### src/hdl/fbpm_pkg.sv
package fbpm_pkg;

    // Fixed geometry of the pool manager
    localparam int NPOOL        = 4;
    localparam int POOL_COUNT   = 4;
    localparam int HEADER_BYTES = 5;
    localparam int MAX_PER_POOL = 256;

    localparam int COUNT_W   = 9;
    localparam int BYTES_W   = 13;
    localparam int SLOT_W    = 8;
    localparam int OFF_W     = 12;
    localparam int LINK_W    = 9;
    localparam int PID_W     = 3;
    localparam int PIDX_W    = 2;
    localparam int OP_W      = 2;
    localparam int STAT_W    = 2;
    localparam int CFG_IDX_W = 3;
    localparam int PROD_W    = COUNT_W + BYTES_W;
    localparam int VPROD_W   = SLOT_W + BYTES_W;

    // Stream payload widths
    localparam int IN_TDATA_W  = 8;
    localparam int IN_TUSER_W  = 5;
    localparam int OUT_TDATA_W = 24;
    localparam int OUT_TUSER_W = 2;

    // Null link / pointer
    localparam logic [LINK_W-1:0] LINK_NIL = 9'h100;

    localparam logic [BYTES_W-1:0] BYTES_RESET = 13'd16;

    typedef logic [COUNT_W-1:0] count_t;
    typedef logic [BYTES_W-1:0] bytes_t;

    typedef enum logic [OP_W-1:0] {
        OP_ALLOC  = 2'd0,
        OP_FREE   = 2'd1,
        OP_INSERT = 2'd2,
        OP_GET    = 2'd3
    } op_t;

    typedef enum logic [STAT_W-1:0] {
        STAT_OK    = 2'd0,
        STAT_BAD   = 2'd1,
        STAT_EMPTY = 2'd2
    } status_t;

    typedef enum logic [CFG_IDX_W-1:0] {
        CFG_POOL_A_COUNT = 3'd0,
        CFG_POOL_A_BYTES = 3'd1,
        CFG_POOL_B_COUNT = 3'd2,
        CFG_POOL_B_BYTES = 3'd3,
        CFG_POOL_C_COUNT = 3'd4,
        CFG_POOL_C_BYTES = 3'd5,
        CFG_POOL_D_COUNT = 3'd6,
        CFG_POOL_D_BYTES = 3'd7
    } cfg_idx_t;

    // Link memory port controls
    typedef struct packed {
        logic rd_en;
        logic wr_en;
    } link_ctl_t;

endpackage

### src/hdl/fixed_block_buffer_pool_manager_core.sv
// A result passes from the request through the EVAL and FIN states into the output
// register; a stalled result holds the engine until it is taken.
// Each request is a registered link read or the first link write, then the link write-back
// that closes the list update; the next request is taken as the previous one leaves FIN.
// A configuration write recomputes the pool layout, a multiply then a check per pool; no request
// is accepted meanwhile. Reset: all pools absent, all lists empty, link memory not cleared.
module fixed_block_buffer_pool_manager_core #(
    parameter int REGION_BYTES = 4096,
    parameter int SLOTS_TOTAL  = 256
) (
    input  logic                                   clk,
    input  logic                                   rst_n,
    // slave side
    input  logic                                   s_axis_tvalid,
    output logic                                   s_axis_tready,
    input  logic [fbpm_pkg::IN_TDATA_W-1:0]        s_axis_tdata,  // [7:0] buffer_slot
    input  logic [fbpm_pkg::IN_TUSER_W-1:0]        s_axis_tuser,  // [1:0] operation, [4:2] pool_id
    // master side
    output logic                                   m_axis_tvalid,
    input  logic                                   m_axis_tready,
    output logic [fbpm_pkg::OUT_TDATA_W-1:0]       m_axis_tdata,  // [7:0] result_slot,
                                                                  // [19:8] byte_offset, zero pad
    output logic [fbpm_pkg::OUT_TUSER_W-1:0]       m_axis_tuser,  // [1:0] status
    // configuration
    input  logic                                   cfg_we,
    input  logic [fbpm_pkg::CFG_IDX_W-1:0]         cfg_index,
    input  logic [fbpm_pkg::BYTES_W-1:0]           cfg_wdata
);
    import fbpm_pkg::*;

    localparam int BYTE_W      = $clog2(REGION_BYTES + 1);
    localparam int SLOT_BASE_W = $clog2(SLOTS_TOTAL + 1);
    localparam int ADDR_W      = $clog2(SLOTS_TOTAL);

    count_t [NPOOL-1:0] pool_count_reg, pool_count_next;
    bytes_t [NPOOL-1:0] pool_bytes_reg, pool_bytes_next;

    logic                               lay_busy;
    logic [NPOOL-1:0]                   lay_ok;
    logic [NPOOL-1:0][BYTE_W-1:0]       lay_base_byte;
    logic [NPOOL-1:0][SLOT_BASE_W-1:0]  lay_base_slot;

    link_ctl_t                          link_ctl;
    logic [ADDR_W-1:0]                  link_waddr;
    logic [ADDR_W-1:0]                  link_raddr;
    logic [LINK_W-1:0]                  link_wdata;
    logic [LINK_W-1:0]                  link_rdata;

    logic [STAT_W-1:0]                  res_status;
    logic [SLOT_W-1:0]                  res_slot;
    logic [OFF_W-1:0]                   res_offset;

    // Configuration register file
    always_comb
    begin
        pool_count_next = pool_count_reg;
        pool_bytes_next = pool_bytes_reg;
        if (cfg_we)
        begin
            unique case (cfg_idx_t'(cfg_index))
                CFG_POOL_A_COUNT: pool_count_next[0] = cfg_wdata[COUNT_W-1:0];
                CFG_POOL_A_BYTES: pool_bytes_next[0] = cfg_wdata;
                CFG_POOL_B_COUNT: pool_count_next[1] = cfg_wdata[COUNT_W-1:0];
                CFG_POOL_B_BYTES: pool_bytes_next[1] = cfg_wdata;
                CFG_POOL_C_COUNT: pool_count_next[2] = cfg_wdata[COUNT_W-1:0];
                CFG_POOL_C_BYTES: pool_bytes_next[2] = cfg_wdata;
                CFG_POOL_D_COUNT: pool_count_next[3] = cfg_wdata[COUNT_W-1:0];
                CFG_POOL_D_BYTES: pool_bytes_next[3] = cfg_wdata;
                default:
                begin
                end
            endcase
        end
    end

    always_ff @(posedge clk or negedge rst_n)
    begin
        if (!rst_n)
        begin
            for (int i = 0; i < NPOOL; i++)
            begin
                pool_count_reg[i] <= '0;
                pool_bytes_reg[i] <= BYTES_RESET;
            end
        end
        else
        begin
            pool_count_reg <= pool_count_next;
            pool_bytes_reg <= pool_bytes_next;
        end
    end

    // Pool layout, recomputed after every configuration write
    fbpm_layout #(
        .REGION_BYTES (REGION_BYTES),
        .SLOTS_TOTAL  (SLOTS_TOTAL)
    ) u_layout (
        .clk           (clk),
        .rst_n         (rst_n),
        .start         (cfg_we),
        .pool_count    (pool_count_reg),
        .pool_bytes    (pool_bytes_reg),
        .busy          (lay_busy),
        .lay_ok        (lay_ok),
        .lay_base_byte (lay_base_byte),
        .lay_base_slot (lay_base_slot)
    );

    // Next-link store
    fbpm_link_mem #(
        .SLOTS_TOTAL (SLOTS_TOTAL)
    ) u_link_mem (
        .clk   (clk),
        .ctl   (link_ctl),
        .waddr (link_waddr),
        .wdata (link_wdata),
        .raddr (link_raddr),
        .rdata (link_rdata)
    );

    // Request sequencer and list pointers
    fbpm_engine #(
        .REGION_BYTES (REGION_BYTES),
        .SLOTS_TOTAL  (SLOTS_TOTAL)
    ) u_engine (
        .clk           (clk),
        .rst_n         (rst_n),
        .list_clear    (cfg_we),
        .lay_busy      (lay_busy),
        .lay_ok        (lay_ok),
        .lay_base_byte (lay_base_byte),
        .lay_base_slot (lay_base_slot),
        .pool_count    (pool_count_reg),
        .pool_bytes    (pool_bytes_reg),
        .in_valid      (s_axis_tvalid),
        .in_ready      (s_axis_tready),
        .in_op         (s_axis_tuser[OP_W-1:0]),
        .in_pool       (s_axis_tuser[OP_W+PID_W-1:OP_W]),
        .in_slot       (s_axis_tdata[SLOT_W-1:0]),
        .out_valid     (m_axis_tvalid),
        .out_ready     (m_axis_tready),
        .out_status    (res_status),
        .out_slot      (res_slot),
        .out_offset    (res_offset),
        .link_ctl      (link_ctl),
        .link_waddr    (link_waddr),
        .link_wdata    (link_wdata),
        .link_raddr    (link_raddr),
        .link_rdata    (link_rdata)
    );

    assign m_axis_tdata = {{(OUT_TDATA_W - SLOT_W - OFF_W){1'b0}}, res_offset, res_slot};
    assign m_axis_tuser = res_status;

endmodule

### src/hdl/fbpm_layout.sv
module fbpm_layout #(
    parameter int REGION_BYTES = 4096,
    parameter int SLOTS_TOTAL  = 256,
    localparam int BYTE_W      = $clog2(REGION_BYTES + 1),
    localparam int SLOT_BASE_W = $clog2(SLOTS_TOTAL + 1)
) (
    input  logic                                       clk,
    input  logic                                       rst_n,
    input  logic                                       start,
    input  fbpm_pkg::count_t [fbpm_pkg::NPOOL-1:0]     pool_count,
    input  fbpm_pkg::bytes_t [fbpm_pkg::NPOOL-1:0]     pool_bytes,
    output logic                                       busy,
    output logic [fbpm_pkg::NPOOL-1:0]                 lay_ok,
    output logic [fbpm_pkg::NPOOL-1:0][BYTE_W-1:0]     lay_base_byte,
    output logic [fbpm_pkg::NPOOL-1:0][SLOT_BASE_W-1:0] lay_base_slot
);
    import fbpm_pkg::*;

    localparam int SUM_W  = ((BYTE_W > PROD_W) ? BYTE_W : PROD_W) + 1;
    localparam int SCNT_W = ((SLOT_BASE_W > COUNT_W) ? SLOT_BASE_W : COUNT_W) + 1;

    typedef enum logic [2:0] {
        LAY_IDLE = 3'b001,
        LAY_MUL  = 3'b010,
        LAY_CHK  = 3'b100
    } lay_state_t;

    lay_state_t               lay_state_reg, lay_state_next;
    logic [PIDX_W-1:0]        idx_reg, idx_next;
    logic [PROD_W-1:0]        prod_reg, prod_next;
    logic [BYTE_W-1:0]        byte_acc_reg, byte_acc_next;
    logic [SLOT_BASE_W-1:0]   slot_acc_reg, slot_acc_next;
    logic [NPOOL-1:0]         ok_reg, ok_next;
    logic [NPOOL-1:0][BYTE_W-1:0]      base_byte_reg;
    logic [NPOOL-1:0][SLOT_BASE_W-1:0] base_slot_reg;

    count_t              cur_count;
    bytes_t              cur_bytes;
    logic [SUM_W-1:0]    byte_sum;
    logic [SCNT_W-1:0]   slot_sum;
    logic                fits;
    logic                chk_en;

    assign cur_count = pool_count[idx_reg];
    assign cur_bytes = pool_bytes[idx_reg];
    assign byte_sum  = SUM_W'(byte_acc_reg) + SUM_W'(prod_reg);
    assign slot_sum  = SCNT_W'(slot_acc_reg) + SCNT_W'(cur_count);

    // Pool exists and fits behind the pools before it
    assign fits = (int'(idx_reg) < POOL_COUNT) && (cur_count != '0) &&
                  (cur_count <= COUNT_W'(MAX_PER_POOL)) &&
                  (cur_bytes > BYTES_W'(HEADER_BYTES)) &&
                  (byte_sum <= SUM_W'(REGION_BYTES)) &&
                  (slot_sum <= SCNT_W'(SLOTS_TOTAL));

    assign chk_en = (lay_state_reg == LAY_CHK) && !start;

    // One pool at a time: multiply, then check and accumulate
    always_comb
    begin
        lay_state_next = lay_state_reg;
        idx_next       = idx_reg;
        prod_next      = prod_reg;
        byte_acc_next  = byte_acc_reg;
        slot_acc_next  = slot_acc_reg;
        ok_next        = ok_reg;
        if (start)
        begin
            lay_state_next = LAY_MUL;
            idx_next       = '0;
            byte_acc_next  = '0;
            slot_acc_next  = '0;
        end
        else
        begin
            unique case (lay_state_reg)
                LAY_IDLE:
                begin
                end
                LAY_MUL:
                begin
                    prod_next      = PROD_W'(cur_count) * PROD_W'(cur_bytes);
                    lay_state_next = LAY_CHK;
                end
                LAY_CHK:
                begin
                    ok_next[idx_reg] = fits;
                    if (fits)
                    begin
                        byte_acc_next = BYTE_W'(byte_sum);
                        slot_acc_next = SLOT_BASE_W'(slot_sum);
                    end
                    if (idx_reg == PIDX_W'(NPOOL - 1))
                    begin
                        lay_state_next = LAY_IDLE;
                    end
                    else
                    begin
                        idx_next       = idx_reg + PIDX_W'(1);
                        lay_state_next = LAY_MUL;
                    end
                end
                default:
                begin
                    lay_state_next = LAY_IDLE;
                end
            endcase
        end
    end

    always_ff @(posedge clk or negedge rst_n)
    begin
        if (!rst_n)
        begin
            lay_state_reg <= LAY_IDLE;
            idx_reg       <= '0;
            ok_reg        <= '0;
            byte_acc_reg  <= '0;
            slot_acc_reg  <= '0;
        end
        else
        begin
            lay_state_reg <= lay_state_next;
            idx_reg       <= idx_next;
            ok_reg        <= ok_next;
            byte_acc_reg  <= byte_acc_next;
            slot_acc_reg  <= slot_acc_next;
        end
    end

    // Product and base addresses carry no reset
    always_ff @(posedge clk)
    begin
        prod_reg <= prod_next;
        if (chk_en)
        begin
            base_byte_reg[idx_reg] <= byte_acc_reg;
            base_slot_reg[idx_reg] <= slot_acc_reg;
        end
    end

    assign busy          = (lay_state_reg != LAY_IDLE);
    assign lay_ok        = ok_reg;
    assign lay_base_byte = base_byte_reg;
    assign lay_base_slot = base_slot_reg;

endmodule

### src/hdl/fbpm_link_mem.sv
module fbpm_link_mem #(
    parameter int SLOTS_TOTAL = 256,
    localparam int ADDR_W     = $clog2(SLOTS_TOTAL)
) (
    input  logic                          clk,
    input  fbpm_pkg::link_ctl_t           ctl,
    input  logic [ADDR_W-1:0]             waddr,
    input  logic [fbpm_pkg::LINK_W-1:0]   wdata,
    input  logic [ADDR_W-1:0]             raddr,
    output logic [fbpm_pkg::LINK_W-1:0]   rdata
);
    import fbpm_pkg::*;

    logic [LINK_W-1:0] link_store [SLOTS_TOTAL];
    logic [LINK_W-1:0] rdata_reg;

    // One write and one registered read per cycle
    always_ff @(posedge clk)
    begin
        if (ctl.wr_en)
        begin
            link_store[waddr] <= wdata;
        end
        if (ctl.rd_en)
        begin
            rdata_reg <= link_store[raddr];
        end
    end

    assign rdata = rdata_reg;

endmodule

### src/hdl/fbpm_engine.sv
module fbpm_engine #(
    parameter int REGION_BYTES = 4096,
    parameter int SLOTS_TOTAL  = 256,
    localparam int BYTE_W      = $clog2(REGION_BYTES + 1),
    localparam int SLOT_BASE_W = $clog2(SLOTS_TOTAL + 1),
    localparam int ADDR_W      = $clog2(SLOTS_TOTAL)
) (
    input  logic                                        clk,
    input  logic                                        rst_n,
    input  logic                                        list_clear,
    input  logic                                        lay_busy,
    input  logic [fbpm_pkg::NPOOL-1:0]                  lay_ok,
    input  logic [fbpm_pkg::NPOOL-1:0][BYTE_W-1:0]      lay_base_byte,
    input  logic [fbpm_pkg::NPOOL-1:0][SLOT_BASE_W-1:0] lay_base_slot,
    input  fbpm_pkg::count_t [fbpm_pkg::NPOOL-1:0]      pool_count,
    input  fbpm_pkg::bytes_t [fbpm_pkg::NPOOL-1:0]      pool_bytes,
    input  logic                                        in_valid,
    output logic                                        in_ready,
    input  logic [fbpm_pkg::OP_W-1:0]                   in_op,
    input  logic [fbpm_pkg::PID_W-1:0]                  in_pool,
    input  logic [fbpm_pkg::SLOT_W-1:0]                 in_slot,
    output logic                                        out_valid,
    input  logic                                        out_ready,
    output logic [fbpm_pkg::STAT_W-1:0]                 out_status,
    output logic [fbpm_pkg::SLOT_W-1:0]                 out_slot,
    output logic [fbpm_pkg::OFF_W-1:0]                  out_offset,
    output fbpm_pkg::link_ctl_t                         link_ctl,
    output logic [ADDR_W-1:0]                           link_waddr,
    output logic [fbpm_pkg::LINK_W-1:0]                 link_wdata,
    output logic [ADDR_W-1:0]                           link_raddr,
    input  logic [fbpm_pkg::LINK_W-1:0]                 link_rdata
);
    import fbpm_pkg::*;

    localparam int ASUM_W = ((SLOT_BASE_W > SLOT_W) ? SLOT_BASE_W : SLOT_W) + 1;

    typedef enum logic [2:0] {
        ENG_IDLE = 3'b001,
        ENG_EVAL = 3'b010,
        ENG_FIN  = 3'b100
    } eng_state_t;

    eng_state_t               state_reg, state_next;
    op_t                      op_reg;
    logic [PID_W-1:0]         pool_reg;
    logic [SLOT_W-1:0]        slot_reg;
    status_t                  stat_reg;
    logic [SLOT_W-1:0]        v_reg;
    logic [VPROD_W-1:0]       prod_reg;

    logic [NPOOL-1:0][LINK_W-1:0]  free_head_reg, free_head_next;
    logic [NPOOL-1:0][LINK_W-1:0]  free_tail_reg, free_tail_next;
    logic [NPOOL-1:0][LINK_W-1:0]  queue_head_reg, queue_head_next;
    logic [NPOOL-1:0][LINK_W-1:0]  queue_tail_reg, queue_tail_next;
    logic [NPOOL-1:0][COUNT_W-1:0] mark_reg, mark_next;

    logic                     out_valid_reg, out_valid_next;
    logic [STAT_W-1:0]        out_status_reg;
    logic [SLOT_W-1:0]        out_slot_reg;
    logic [OFF_W-1:0]         out_offset_reg;

    logic                     accept;
    logic                     fin_go;
    logic                     id_ok;
    logic [PIDX_W-1:0]        pidx;
    logic                     cur_ok;
    count_t                   cur_c;
    bytes_t                   cur_b;
    logic [SLOT_BASE_W-1:0]   bs;
    logic [BYTE_W-1:0]        bb;
    logic [LINK_W-1:0]        fh, ft, qh, qt;
    logic [COUNT_W-1:0]       mk;
    logic                     slot_in_range;
    logic                     mark_avail;
    logic [LINK_W-1:0]        nxt_link;

    status_t                  eval_stat;
    logic [SLOT_W-1:0]        eval_v;
    logic                     eval_rd;
    logic                     eval_wr;
    logic [SLOT_W-1:0]        eval_off;
    logic                     fin_wr;
    logic [SLOT_W-1:0]        fin_off;
    logic [LINK_W-1:0]        fin_wdata;
    logic [SLOT_W-1:0]        wr_off;
    logic [ASUM_W-1:0]        waddr_sum;
    logic [ASUM_W-1:0]        raddr_sum;

    // Pool lookup for the request in flight
    assign id_ok  = (pool_reg >= PID_W'(1)) && (pool_reg <= PID_W'(NPOOL));
    assign pidx   = PIDX_W'(pool_reg - PID_W'(1));
    assign cur_ok = id_ok && lay_ok[pidx];
    assign cur_c  = pool_count[pidx];
    assign cur_b  = pool_bytes[pidx];
    assign bs     = lay_base_slot[pidx];
    assign bb     = lay_base_byte[pidx];
    assign fh     = free_head_reg[pidx];
    assign ft     = free_tail_reg[pidx];
    assign qh     = queue_head_reg[pidx];
    assign qt     = queue_tail_reg[pidx];
    assign mk     = mark_reg[pidx];

    assign slot_in_range = ({1'b0, slot_reg} < cur_c);
    assign mark_avail    = (mk < cur_c);
    assign nxt_link      = (link_rdata >= cur_c) ? LINK_NIL : link_rdata;

    assign fin_go   = (state_reg == ENG_FIN) && (!out_valid_reg || out_ready);
    assign in_ready = !lay_busy && !list_clear && ((state_reg == ENG_IDLE) || fin_go);
    assign accept   = in_valid && in_ready;

    // EVAL state: pick the slot, start the link read or the first write
    always_comb
    begin
        eval_stat = STAT_BAD;
        eval_v    = '0;
        eval_rd   = 1'b0;
        eval_wr   = 1'b0;
        eval_off  = slot_reg;
        if (cur_ok)
        begin
            unique case (op_reg)
                OP_ALLOC:
                begin
                    if (mark_avail)
                    begin
                        eval_stat = STAT_OK;
                        eval_v    = mk[SLOT_W-1:0];
                        eval_wr   = 1'b1;
                        eval_off  = mk[SLOT_W-1:0];
                    end
                    else if (fh != LINK_NIL)
                    begin
                        eval_stat = STAT_OK;
                        eval_v    = fh[SLOT_W-1:0];
                        eval_rd   = 1'b1;
                    end
                    else
                    begin
                        eval_stat = STAT_EMPTY;
                    end
                end
                OP_FREE:
                begin
                    if (slot_in_range)
                    begin
                        eval_stat = STAT_OK;
                        eval_wr   = 1'b1;
                        if (mark_avail)
                        begin
                            eval_v = mk[SLOT_W-1:0];
                        end
                        else if (fh == LINK_NIL)
                        begin
                            eval_v = slot_reg;
                        end
                        else
                        begin
                            eval_v = fh[SLOT_W-1:0];
                        end
                    end
                end
                OP_INSERT:
                begin
                    if (slot_in_range)
                    begin
                        eval_stat = STAT_OK;
                        eval_wr   = 1'b1;
                        eval_v    = (qh == LINK_NIL) ? slot_reg : qh[SLOT_W-1:0];
                    end
                end
                OP_GET:
                begin
                    if (qh == LINK_NIL)
                    begin
                        eval_stat = STAT_EMPTY;
                    end
                    else
                    begin
                        eval_stat = STAT_OK;
                        eval_v    = qh[SLOT_W-1:0];
                        eval_rd   = 1'b1;
                    end
                end
                default:
                begin
                    eval_stat = STAT_BAD;
                end
            endcase
        end
    end

    // FIN state: write back the link that closes the operation
    always_comb
    begin
        fin_wr    = 1'b0;
        fin_off   = v_reg;
        fin_wdata = LINK_NIL;
        if (stat_reg == STAT_OK)
        begin
            unique case (op_reg)
                OP_ALLOC:
                begin
                    fin_wr = !mark_avail;
                end
                OP_FREE:
                begin
                    fin_wr    = (fh != LINK_NIL);
                    fin_off   = ft[SLOT_W-1:0];
                    fin_wdata = {1'b0, slot_reg};
                end
                OP_INSERT:
                begin
                    fin_wr    = (qh != LINK_NIL);
                    fin_off   = qt[SLOT_W-1:0];
                    fin_wdata = {1'b0, slot_reg};
                end
                OP_GET:
                begin
                    fin_wr = 1'b1;
                end
                default:
                begin
                    fin_wr = 1'b0;
                end
            endcase
        end
    end

    // Link memory port
    assign wr_off     = (state_reg == ENG_EVAL) ? eval_off : fin_off;
    assign waddr_sum  = ASUM_W'(bs) + ASUM_W'(wr_off);
    assign raddr_sum  = ASUM_W'(bs) + ASUM_W'(eval_v);
    assign link_waddr = waddr_sum[ADDR_W-1:0];
    assign link_raddr = raddr_sum[ADDR_W-1:0];
    assign link_wdata = (state_reg == ENG_EVAL) ? LINK_NIL : fin_wdata;
    assign link_ctl   = '{rd_en: (state_reg == ENG_EVAL) && eval_rd,
                          wr_en: ((state_reg == ENG_EVAL) && eval_wr) || (fin_go && fin_wr)};

    // List pointer updates
    always_comb
    begin
        free_head_next  = free_head_reg;
        free_tail_next  = free_tail_reg;
        queue_head_next = queue_head_reg;
        queue_tail_next = queue_tail_reg;
        mark_next       = mark_reg;
        if (list_clear)
        begin
            for (int i = 0; i < NPOOL; i++)
            begin
                free_head_next[i]  = LINK_NIL;
                free_tail_next[i]  = LINK_NIL;
                queue_head_next[i] = LINK_NIL;
                queue_tail_next[i] = LINK_NIL;
                mark_next[i]       = '0;
            end
        end
        else if (fin_go && (stat_reg == STAT_OK))
        begin
            unique case (op_reg)
                OP_ALLOC:
                begin
                    if (mark_avail)
                    begin
                        mark_next[pidx] = mk + COUNT_W'(1);
                    end
                    else
                    begin
                        free_head_next[pidx] = nxt_link;
                        if (nxt_link == LINK_NIL)
                        begin
                            free_tail_next[pidx] = LINK_NIL;
                        end
                    end
                end
                OP_FREE:
                begin
                    if (fh == LINK_NIL)
                    begin
                        free_head_next[pidx] = {1'b0, slot_reg};
                    end
                    free_tail_next[pidx] = {1'b0, slot_reg};
                end
                OP_INSERT:
                begin
                    if (qh == LINK_NIL)
                    begin
                        queue_head_next[pidx] = {1'b0, slot_reg};
                    end
                    queue_tail_next[pidx] = {1'b0, slot_reg};
                end
                OP_GET:
                begin
                    queue_head_next[pidx] = nxt_link;
                    if (nxt_link == LINK_NIL)
                    begin
                        queue_tail_next[pidx] = LINK_NIL;
                    end
                end
                default:
                begin
                end
            endcase
        end
    end

    // Sequencer
    always_comb
    begin
        state_next = state_reg;
        unique case (state_reg)
            ENG_IDLE:
            begin
                if (accept)
                begin
                    state_next = ENG_EVAL;
                end
            end
            ENG_EVAL:
            begin
                state_next = ENG_FIN;
            end
            ENG_FIN:
            begin
                if (fin_go)
                begin
                    state_next = accept ? ENG_EVAL : ENG_IDLE;
                end
            end
            default:
            begin
                state_next = ENG_IDLE;
            end
        endcase
    end

    always_comb
    begin
        out_valid_next = out_valid_reg;
        if (fin_go)
        begin
            out_valid_next = 1'b1;
        end
        else if (out_ready)
        begin
            out_valid_next = 1'b0;
        end
    end

    always_ff @(posedge clk or negedge rst_n)
    begin
        if (!rst_n)
        begin
            state_reg <= ENG_IDLE;
            out_valid_reg <= 1'b0;
            for (int i = 0; i < NPOOL; i++)
            begin
                free_head_reg[i]  <= LINK_NIL;
                free_tail_reg[i]  <= LINK_NIL;
                queue_head_reg[i] <= LINK_NIL;
                queue_tail_reg[i] <= LINK_NIL;
                mark_reg[i]       <= '0;
            end
        end
        else
        begin
            state_reg      <= state_next;
            out_valid_reg  <= out_valid_next;
            free_head_reg  <= free_head_next;
            free_tail_reg  <= free_tail_next;
            queue_head_reg <= queue_head_next;
            queue_tail_reg <= queue_tail_next;
            mark_reg       <= mark_next;
        end
    end

    // Request, intermediate and result payload
    always_ff @(posedge clk)
    begin
        if (accept)
        begin
            op_reg   <= op_t'(in_op);
            pool_reg <= in_pool;
            slot_reg <= in_slot;
        end
        if (state_reg == ENG_EVAL)
        begin
            stat_reg <= eval_stat;
            v_reg    <= eval_v;
            prod_reg <= VPROD_W'(eval_v) * VPROD_W'(cur_b);
        end
        if (fin_go)
        begin
            out_status_reg <= stat_reg;
            if (stat_reg == STAT_OK)
            begin
                out_slot_reg   <= v_reg;
                out_offset_reg <= OFF_W'(bb) + OFF_W'(prod_reg);
            end
            else
            begin
                out_slot_reg   <= '0;
                out_offset_reg <= '0;
            end
        end
    end

    assign out_valid  = out_valid_reg;
    assign out_status = out_status_reg;
    assign out_slot   = out_slot_reg;
    assign out_offset = out_offset_reg;

endmodule

### config.mk
export PLATFORM = sky130hd
export DESIGN_NAME = fixed_block_buffer_pool_manager_core
export DESIGN_NICKNAME = d
export VERILOG_FILES = /design/src/hdl/fbpm_pkg.sv /design/src/hdl/fixed_block_buffer_pool_manager_core.sv /design/src/hdl/fbpm_layout.sv /design/src/hdl/fbpm_link_mem.sv /design/src/hdl/fbpm_engine.sv
export SDC_FILE = /design/constraint.sdc
export NUM_CORES = 2
export LEC_CHECK = 0
export BUFFER_PORTS_ARGS = -buffer_cell sky130_fd_sc_hd__buf_2
export CORE_UTILIZATION = 60
export CTS_BUF_LIST = sky130_fd_sc_hd__clkbuf_8
export CTS_CLUSTER_SIZE = 10
export DETAILED_ROUTE_END_ITERATION = 12
export HOLD_SLACK_MARGIN = 0.06
export PLACE_DENSITY = 0.76
export RECOVER_POWER = 25
export SLEW_MARGIN = 20
export SYNTH_ARGS = -nofsm -noshare
export SYNTH_HDL_FRONTEND = slang
export SYNTH_SLANG_ARGS = --single-unit
### constraint.sdc
create_clock -name clk -period 13.3 [get_ports clk]
set_clock_uncertainty 0.2 [all_clocks]
set_input_delay 2.66 -clock clk [delete_from_list [all_inputs] [get_ports clk]]
set_output_delay 2.66 -clock clk [all_outputs]
set_load 0.03 [all_outputs]
==> flow_metrics.py <==
metrics = {
    "synthesis": {
        "syn_inst": 6288,
        "synth_top_area_frac": 0.6298,
        "syn-cell-area_sq_um": 117900,
        "ys_ff_latch": 2767,
        "synth_cell_types": 80,
        "yosysSeqAreaShare": 0.6925,
        "synth.avg_cell_area_sq_um": 18.75,
        "ys_async_sr_fraction": 0.1066,
        "synth_top_flop_cell": "edfxtp_1",
        "synth_area_leaders": "edfxtp_1 63%, mux4_2 16%, dfrtp_1 6.0%",
        "synth_area_leader_cell": "edfxtp_1",
        "yosys_warnings": 0,
        "synth_edf_count": 2472,
    },
    "sta": {
        "fin_crit_sh": 0.8729,
        "worstMarginPinSlew_ns": 5.055,
        "max_freq_mhz": 86.14,
        "fin_crit_ns": 11.61,
        "finalMaxSlewViolations": 1413,
        "max_slew_margin": -2.370,
        "rsz0062_at_grt": "false",
        "finalSetupViolCount": 0,
        "hold_violations": 0,
        "tns_ns": 0,
    },
    "die": {
        "core_sq_um": 195000,
        "design.die.area_sq_um": 198200,
        "die_y_um": 445.2,
        "num_rows": 162,
        "num_io_pins": 62,
        "die_x_um": 445.2,
        "start_util": 0.6045,
    },
    "pwr": {
        "powerDensity_nw_per_um2": 147.0,
        "p_leak_nw": 44.24,
        "ir_drop_uv": 169.3,
    },
    "critical_path": {
        "crit_path_start_kind": "flip-flop",
        "worst_ep_required_time_ns": 13.87,
        "cp-startpoint": "u_engine.pool_reg[0]$_DFFE_PP_",
        "reg2reg_to": "u_link_mem.rdata[4]$_DFFE_PP_",
        "r2r_start": "u_engine.pool_reg[0]$_DFFE_PP_",
        "critPathCaptureType": "flip-flop",
        "path_class": "reg -> reg",
        "reg2reg_slack_ns": 1.69,
        "worstPathMaxFanout": 139,
        "worstRegToRegCells": 22,
        "arrival_ns": 12.18,
    },
    "detailed_routing": {
        "vias": 62360,
        "first_iter_violations": 7689,
        "wirelength_um": 282800,
        "final_antenna_net_count": 0,
        "firstDrtPassIters": 12,
        "wl_per_cell_um": 29.70,
        "post-route-drc-count": 0,
        "avgViaCountPerCell": 6.549,
    },
    "global_routing": {
        "met2_usage": 0.4583,
        "met3_usage": 0.05474,
        "antenna_found_initial": 13,
        "grt_busiest_layer": "met2",
        "met1_usage": 0.4014,
        "grt_max_degree": 257,
        "grt_first_pass_wirelength_um": 416700,
        "grt_use_total": 0.2883,
        "overflow": 0,
        "grt_pass1_vias": 63260,
    },
    "cts": {
        "clk_latency_ns": 1.10,
        "clock_sinks": 2767,
        "ctsHoldBuffers": 0,
        "cts_tree": "yes",
        "cts_htree_levels": 5,
        "clk_pin_slew_ns": 0.06,
        "cts.path.max_buffers": 4,
        "cts_setup_buffers": 0,
        "root_buffer": "clkbuf_8",
        "cts_buffers": 439,
        "ctsResizeCount": 0,
    },
    "finish": {
        "most-common-layout-cells": "2472 x edfxtp_1, 821 x mux4_2, 458 x clkbuf_8, 394 x nor2_1, 363 x inv_1",
        "final_area_sq_um": 129100,
        "layout.nets": 6864,
        "largest_reg_flops": 2304,
        "drive_above_1_share": 0.2446,
        "final_common_cell": "edfxtp_1",
        "area_delta_synth_final_pct": 9.547,
    },
    "worst_hold_path": {
        "worstHoldStart": "u_engine.queue_head_reg[28]$_DFFE_PN0P_",
        "min_path_type": "reg -> reg",
        "hold_path_end": "u_engine.queue_head_reg[28]$_DFFE_PN0P_",
        "whs_path_depth": 2,
    },
    "placed_design": {
        "port-buffer-count": 57,
        "place_congestion": 0.8904,
        "dpl_cell_area_sq_um": 121300,
        "dp_hpwl_um": 168500,
    },
    "outcome": {
        "violations": "capacitance limit, slew limit",
        "status": "complete, but fails checks",
    },
    "run": {
        "maxCapViolCount": 22,
    },
}
cells in the mapped netlist (5+ instances only):
library cell and instances:
clkbuf_1 229, a31oi_1 5, or3_1 5, or2_2 8
mux2_2 96, a21oi_1 151, nand2_1 238, nor2_1 423
nor2b_1 61, a32o_1 9, nor3b_1 8, mux4_2 821
buf_1 68, and3_1 39, edfxtp_1 2472, o21ai_0 117
nor3_1 64, dfrtp_1 281, nand4_1 6, inv_1 218
a22oi_1 33, o21a_1 8, ha_1 147, o21bai_1 16
buf_2 34, xnor2_1 66, nor4_1 10, and2_1 87
a211oi_1 56, a21boi_0 10, a22o_1 33, mux2i_1 115
a21o_1 19, fa_1 119, nand2b_1 19, or4_1 6
nand2_2 9, dfstp_2 14, o21ai_1 7, xor2_1 16
o2bb2ai_1 33, nand3_1 50
routing by layer:
layer / wire length [um] / vias up
met5: 13 / -
met4: 11030 / 2
met3: 26910 / 592
met2: 138400 / 3635
met1: 106400 / 32490
li1: - / 25630
worst max-delay path, cell delays in order (launching register included):
cell,delay (ns)
edfxtp_1,0.34
buf_4,0.50
inv_1,0.37
ha_1,1.78
mux4_2,0.65
ha_1,0.30
a21oi_1,0.15
o221a_2,0.19
o21ai_0,0.14
a221oi_4,0.87
mux2i_1,0.20
nor2_1,0.13
o31a_1,0.56
ha_4,0.22
inv_1,0.05
fa_4,1.46
buf_12,0.63
mux4_2,0.42
mux4_2,0.51
mux2i_1,0.34
a21oi_1,0.28
mux2i_1,0.53
mux2i_1,0.16
cells by family (layout without fill, tap and decap cells):
logic type	Yosys count	count (layout)	synth area share
XOR/XNOR	85	85	0.006655
flip-flops	2767	2767	0.6925
multiplexers	1032	1032	0.1758
other	1	14	0.00003181
buffers and inverters	556	1153	0.01838
AO/OA/AOI/OAI	535	535	0.02973
AND/OR/NAND/NOR	1046	1046	0.04105
adder cells (fa/ha/maj)	266	266	0.03581
power by group:
part,total [mW],internal (mW),leakage [nW],switching [mW]
Combinational,2.75,1.16,13.1,1.59
Clock,6.57,3.33,4.54,3.24
Sequential,9.66,9.57,26.6,0.0859
Total,19.0,14.1,44.2,4.91
worst max path at each step:
stage | end | cells past startpoint
floorplan | u_link_mem.link_store[0][0]$_DFFE_PP_ | 4
global placement | u_link_mem.rdata[4]$_DFFE_PP_ | 22
detailed placement | u_link_mem.rdata[4]$_DFFE_PP_ | 22
CTS | u_link_mem.rdata[4]$_DFFE_PP_ | 22
global route | u_link_mem.rdata[4]$_DFFE_PP_ | 23
finish | u_link_mem.rdata[4]$_DFFE_PP_ | 22
area by class of cell:
| class | count | area [sq um] |
|---|---|---|
| flip-flops and latches | 2767 | 81630 |
| clock inverters | 307 | 1475 |
| clock buffers | 458 | 6304 |
| repair buffers | 170 | 1320 |
| diodes | 10 | 25.02 |
| multi-input cells | 2968 | 34270 |
| well taps | 2624 | 3283 |
| inverters | 218 | 819.5 |
| fillers | 12690 | 65870 |
stage by stage:
step / hold slack (ns) / util / setup slack [ns] / instances / power (mW)
floorplan: 0.2422 / - / 1.977 / 6291 / 11.80
global placement: 0.2568 / 0.6221 / 2.966 / 8741 / 12.51
detailed placement: 0.2650 / 0.6222 / 2.901 / 8741 / 12.52
CTS: 0.2772 / 0.6621 / 2.866 / 9506 / 19.07
global route: 0.2969 / 0.6622 / 1.442 / 9520 / 19.74
finish: 0.2773 / 0.6622 / 1.691 / 9522 / 18.98
Note: power is estimated with default switching activity, not from simulation.
